`config.mk`:
```
export PLATFORM = sky130hd
export DESIGN_NAME = pjsr_ctrl
export DESIGN_NICKNAME = d
export VERILOG_FILES = /design/src/rtl/core/pjsr_pkg.sv /design/src/rtl/core/pjsr_ctrl.sv
export SDC_FILE = /design/constraint.sdc
export NUM_CORES = 1
export LEC_CHECK = 0
export BUFFER_PORTS_ARGS = -buffer_cell sky130_fd_sc_hd__buf_2
export CORE_AREA = 2 2 39 41
export DETAILED_ROUTE_END_ITERATION = 10
export DIE_AREA = 0 0 41 43
export PLACE_DENSITY = 0.59
export SLEW_MARGIN = 20
export SYNTH_ARGS = -nofsm -noshare
export SYNTH_HDL_FRONTEND = slang
export SYNTH_SLANG_ARGS = --single-unit
```
`constraint.sdc`:
```
create_clock -name aclk -period 3.2 [get_ports aclk]
set_input_delay 0.32 -clock aclk [delete_from_list [all_inputs] [get_ports aclk]]
set_output_delay 0.32 -clock aclk [all_outputs]
set_load 0.02 [all_outputs]
```
`src/rtl/core/pjsr_pkg.sv`:
```
package pjsr_pkg;

    localparam int DATA_W        = 32;
    localparam int ACC_W         = 64;
    localparam int FRAC_BITS_DEF = 16;
    localparam int N_IN_WORDS    = 8;
    localparam int S_TDATA_W     = N_IN_WORDS * DATA_W;
    localparam int M_TDATA_W     = DATA_W + ACC_W;

    // configuration port
    localparam int CFG_ADDR_W = 2;
    localparam logic [CFG_ADDR_W-1:0] CFG_DX_SQUARED     = 2'd0;
    localparam logic [CFG_ADDR_W-1:0] CFG_INV_DX_SQUARED = 2'd1;
    localparam logic [CFG_ADDR_W-1:0] CFG_SOURCE_COEF    = 2'd2;

    localparam logic [DATA_W-1:0] DX_SQUARED_RST     = 32'd65536;
    localparam logic [DATA_W-1:0] INV_DX_SQUARED_RST = 32'd65536;
    localparam logic [DATA_W-1:0] SOURCE_COEF_RST    = 32'd823550;

    // arithmetic widths
    localparam int SUM3_W  = DATA_W + 2;   // sum of three neighbours
    localparam int S_W     = DATA_W + 3;   // sum of six neighbours
    localparam int D_W     = DATA_W + 4;   // S - 6 * centre
    localparam int MUL_A_W = D_W - 1;      // magnitude of S - 6 * centre

    // divide by six, several quotient bits per step
    localparam int DIVIDEND_W = MUL_A_W;
    localparam int DIV_BITS   = 5;
    localparam int DIV_STEPS  = (DIVIDEND_W + DIV_BITS - 1) / DIV_BITS;
    localparam int DIV_CNT_W  = $clog2(DIV_STEPS);
    localparam logic [3:0] DIVISOR = 4'd6;

    localparam logic [DATA_W-1:0] SMAX = {1'b0, {(DATA_W-1){1'b1}}};
    localparam logic [DATA_W-1:0] SMIN = {1'b1, {(DATA_W-1){1'b0}}};

    typedef enum logic [3:0] {
        OP_NONE,
        OP_LOAD,
        OP_MUL_K,
        OP_KSAT,
        OP_MUL_GAIN,
        OP_MUL_LAP,
        OP_LAP,
        OP_RES,
        OP_RMAG,
        OP_SQ,
        OP_ACC,
        OP_DIV,
        OP_OUT
    } op_t;

    typedef struct packed {
        op_t op;
    } cmd_t;

    typedef struct packed {
        logic out_free;
    } stat_t;

endpackage

```
`src/rtl/core/pjsr_ctrl.sv`:
```
module pjsr_ctrl import pjsr_pkg::*; (
    input  logic  aclk,
    input  logic  aresetn,
    input  logic  s_tvalid,
    output logic  s_tready,
    input  stat_t stat,
    output cmd_t  cmd
);

    typedef enum logic [3:0] {
        ST_IDLE,
        ST_MUL_K,
        ST_KSAT,
        ST_MUL_GAIN,
        ST_MUL_LAP,
        ST_LAP,
        ST_RES,
        ST_RMAG,
        ST_SQ,
        ST_ACC,
        ST_DIV,
        ST_OUT
    } state_t;

    state_t               state_reg, state_next;
    logic [DIV_CNT_W-1:0] div_cnt_reg, div_cnt_next;

    always_comb begin
        state_next   = state_reg;
        div_cnt_next = div_cnt_reg;
        cmd.op       = OP_NONE;
        case (state_reg)
            ST_IDLE: begin
                if (s_tvalid) begin
                    cmd.op     = OP_LOAD;
                    state_next = ST_MUL_K;
                end
            end
            ST_MUL_K: begin
                cmd.op     = OP_MUL_K;
                state_next = ST_KSAT;
            end
            ST_KSAT: begin
                cmd.op     = OP_KSAT;
                state_next = ST_MUL_GAIN;
            end
            ST_MUL_GAIN: begin
                cmd.op     = OP_MUL_GAIN;
                state_next = ST_MUL_LAP;
            end
            ST_MUL_LAP: begin
                cmd.op     = OP_MUL_LAP;
                state_next = ST_LAP;
            end
            ST_LAP: begin
                cmd.op     = OP_LAP;
                state_next = ST_RES;
            end
            ST_RES: begin
                cmd.op     = OP_RES;
                state_next = ST_RMAG;
            end
            ST_RMAG: begin
                cmd.op     = OP_RMAG;
                state_next = ST_SQ;
            end
            ST_SQ: begin
                cmd.op     = OP_SQ;
                state_next = ST_ACC;
            end
            ST_ACC: begin
                cmd.op       = OP_ACC;
                div_cnt_next = '0;
                state_next   = ST_DIV;
            end
            ST_DIV: begin
                cmd.op       = OP_DIV;
                div_cnt_next = div_cnt_reg + 1'b1;
                if (div_cnt_reg == DIV_CNT_W'(DIV_STEPS - 1)) begin
                    state_next = ST_OUT;
                end
            end
            ST_OUT: begin
                cmd.op = OP_OUT;
                // wait until the output register can take the beat
                if (stat.out_free) begin
                    state_next = ST_IDLE;
                end
            end
            default: begin
                state_next = ST_IDLE;
            end
        endcase
    end

    assign s_tready = (state_reg == ST_IDLE);

    always_ff @(posedge aclk) begin
        if (!aresetn) begin
            state_reg   <= ST_IDLE;
            div_cnt_reg <= '0;
        end else begin
            state_reg   <= state_next;
            div_cnt_reg <= div_cnt_next;
        end
    end

endmodule

```
==> impl_metrics.csv <==
group,metric,value,unit
run_status,status,"complete, no violations",
synthesis,synth_compound_area_share,16.83,%
synthesis,async_flop_share,0,%
run,drv_cap,0,
detailed_routing,drc,0,
synthesis,synth_cell_types,30,
clock_tree,cts_setup_buffers,0,
floorplan,die_width,41,um
timing,tns,0,ps
synthesis,syn_nets,62,
timing,slew_viol_final,0,
synthesis,synthFlopType,"dfxtp_1",
global_routing,grt_max_degree,14,
power,intPower,154.1,uW
finish,drive_above_1_share,28.13,%
place,hpwl,706.6,um
setup_path,arrival,1470,ps
synthesis,synth-xor-area-share,3.518,%
detailed_routing,drtAntennaViolNets,0,
setup_path,end_kind,"primary output",
global_routing,grt_first_pass_wirelength,1566,um
power,ir_drop,0.2198,mV
setup_path,required,2880,ps
place,gp_congestion,0.7792,
setup_path,path_class,"reg -> out",
power,swShare,29.34,%
power,clock_power_share,37.9,%
finish,layout_common_cells,"8 x buf_2, 7 x nand2_1, 7 x dfxtp_1, 4 x nor2b_1",
clock_tree,clkSlewWorstSetupHoldPaths,60,ps
floorplan,die_h,43,um
timing,fmax,558.1,MHz
synthesis,synthTopCellsByArea,"dfxtp_1 28%, buf_6 6.8%, nand2_1 5.3%, ha_1 5.0%, nor2b_1 5.0%",
synthesis,syn_area_per_cell,8.892,um2
floorplan,fp-row-count,14,
detailed_routing,viasPerCell,5.250,
setup_path,crit_fanout,13,
detailed_routing,drt_iter0_drc,9,
synthesis,synth_edf_count,0,
synthesis,yosys_warnings,0,
setup_path,start_kind,"register",
detailed_routing,first_pass_iters,4,
timing,fin_crit,1792,ps
global_routing,grt_use_total,14.33,%
finish,antenna_cells,0,
timing,skew,9.225,ps
finish,final_common_cell,"buf_2",
clock_tree,ctsHoldBuffers,0,
synthesis,synth_top_area_share,28.14,%
global_routing,antenna_found_initial,0,
finish,fin_nets,71,
clock_tree,cts_num_sinks,7,
synthesis,synth_area,498.0,um2
synthesis,muxShareOfSynthArea,2.010,%
clock_tree,clock_latency,260,ps
power,combPwrFrac,16.8,%
worst_hold_path,hp-class,"in -> reg",
detailed_routing,drt-total-wl,973,um
floorplan,dieArea,1763,um2
power,sequentialPowerShare,45.3,%
clock_tree,numCtsBuffers,3,
finish,largest_reg_flops,4,
clock_tree,cts_resized,0,
floorplan,floorplan.initialDensity,35.99,%
timing,timing_worst_slew_pin_value,468.8,ps
global_routing,overflow,0,
synthesis,ys_seq_area_share,28.14,%
timing,setup_viol,0,
clock_tree,h-tree-depth,1,
synthesis,yosys.area_share.simple,35.43,%
finish,multiInputGateArea,312.8,um2
clock_tree,cts-root-buf,"clkbuf_4",
synthesis,synthCells,56,
power,p_per_area,401.7,nW/um2
detailed_routing,routedWlPerCell,12.16,um
synthesis,yosysTopAreaCell,"dfxtp_1",
synthesis,ys_ff_latch,7,
finish,ff_latch_area,140.1,um2
synthesis,synth_fa_ha_area_share,5.025,%
timing,slew_headroom,68.71,%
power,power.switching,64.00,uW
floorplan,boundaryPins,9,
finish,area_growth,9.045,%
timing,holdWs,364.9,ps
timing,hold_viol,0,
floorplan,coreArea,1384,um2
timing,period_share,55.99,%
global_routing,first_global_vias,343,
synthesis,synth_top_family_by_area,"simple AND/OR/NAND/NOR gates",
clock_tree,cts_max_path_buffers,2,
clock_tree,cts_tree,"built",
power,leakage,0.1967,nW
finish,fillers,149,
detailed_routing,dr_total_vias,420,
place,port_buffers,8,
timing,rsz0062_at_grt,"no",
==> metal layers <==
layer  vias up  part of all wire [%]  global-route usage [%]
met5         -                     0                       0
met4         0                   3.3                   10.00
met3         5                   6.5                   9.424
met2        14                    46                   16.56
met1       185                    44                   18.30
li1        216                     -                       -
==> metrics by stage <==
step	utilization, %	worst slack (ps)	power (mW)	area (um2)	cells
2_1_floorplan	-	1859	0.1295	498.0	56
3_3_place_gp	37.34	1736	0.1371	516.7	76
3_5_place_dp	37.34	1689	0.1374	516.7	76
4_1_cts	39.24	1395	0.2229	543.0	80
5_1_grt	39.24	1275	0.2305	543.0	80
6_report	39.24	1408	0.2181	543.0	80
==> critical path, cell delays in order (launching register included) <==
cell      delay, ps
dfxtp_1         610
nand2_1         220
nand3b_1        130
o21ai_0          80
buf_2           180
==> cell families (layout without fill, tap and decap cells) <==
| kind of cell | Yosys count | in the layout |
|---|---|---|
| AND/OR/NAND/NOR | 27 | 27 |
| AO/OA/AOI/OAI | 12 | 12 |
| flip-flops | 7 | 7 |
| buffers and inverters | 5 | 13 |
| adder cells (fa/ha/maj) | 2 | 2 |
| XOR/XNOR | 2 | 2 |
| multiplexers | 1 | 1 |
==> power by group through the flow <==
stage | Combinational (mW) | Sequential (mW) | Clock, mW
2_1_floorplan | 0.0356 | 0.0939 | 0
3_3_place_gp | 0.0367 | 0.100 | 0
3_5_place_dp | 0.0369 | 0.100 | 0
4_1_cts | 0.0371 | 0.0987 | 0.0872
5_1_grt | 0.0399 | 0.0996 | 0.0911
6_report | 0.0365 | 0.0989 | 0.0827
==> area by class of cell <==
| class | instances | share of cell area [%] |
|---|---|---|
| Timing Repair Buffer | 8 | 7.373 |
| Tap cell | 16 | 3.687 |
| Multi-Input combinational cell | 44 | 57.60 |
| Clock buffer | 4 | 4.839 |
| Inverter | 1 | 0.6912 |
| Sequential cell | 7 | 25.81 |
==> cell usage after synthesis, drive strengths merged (2+ instances only) <==
cell type  number
a21boi          2
a21oi           4
buf             4
dfxtp           7
ha              2
nand2           7
nand2b          2
nand3b          2
nand4b          2
nor2            2
nor2b           4
nor3            2
nor3b           3
nor4            2
o21ai           2
==> path summary, 6_finish.rpt <==
check            startpoint        endpoint  slack, ps  depth (start not counted)
min                 aresetn  div_cnt_reg[2]        360                          2
min reg2reg  div_cnt_reg[1]  div_cnt_reg[1]        490                          2
max reg2reg    state_reg[1]    state_reg[0]       1820                          4
max            state_reg[1]          cmd[2]       1410                          4
Note: power is estimated with default switching activity, not from simulation.
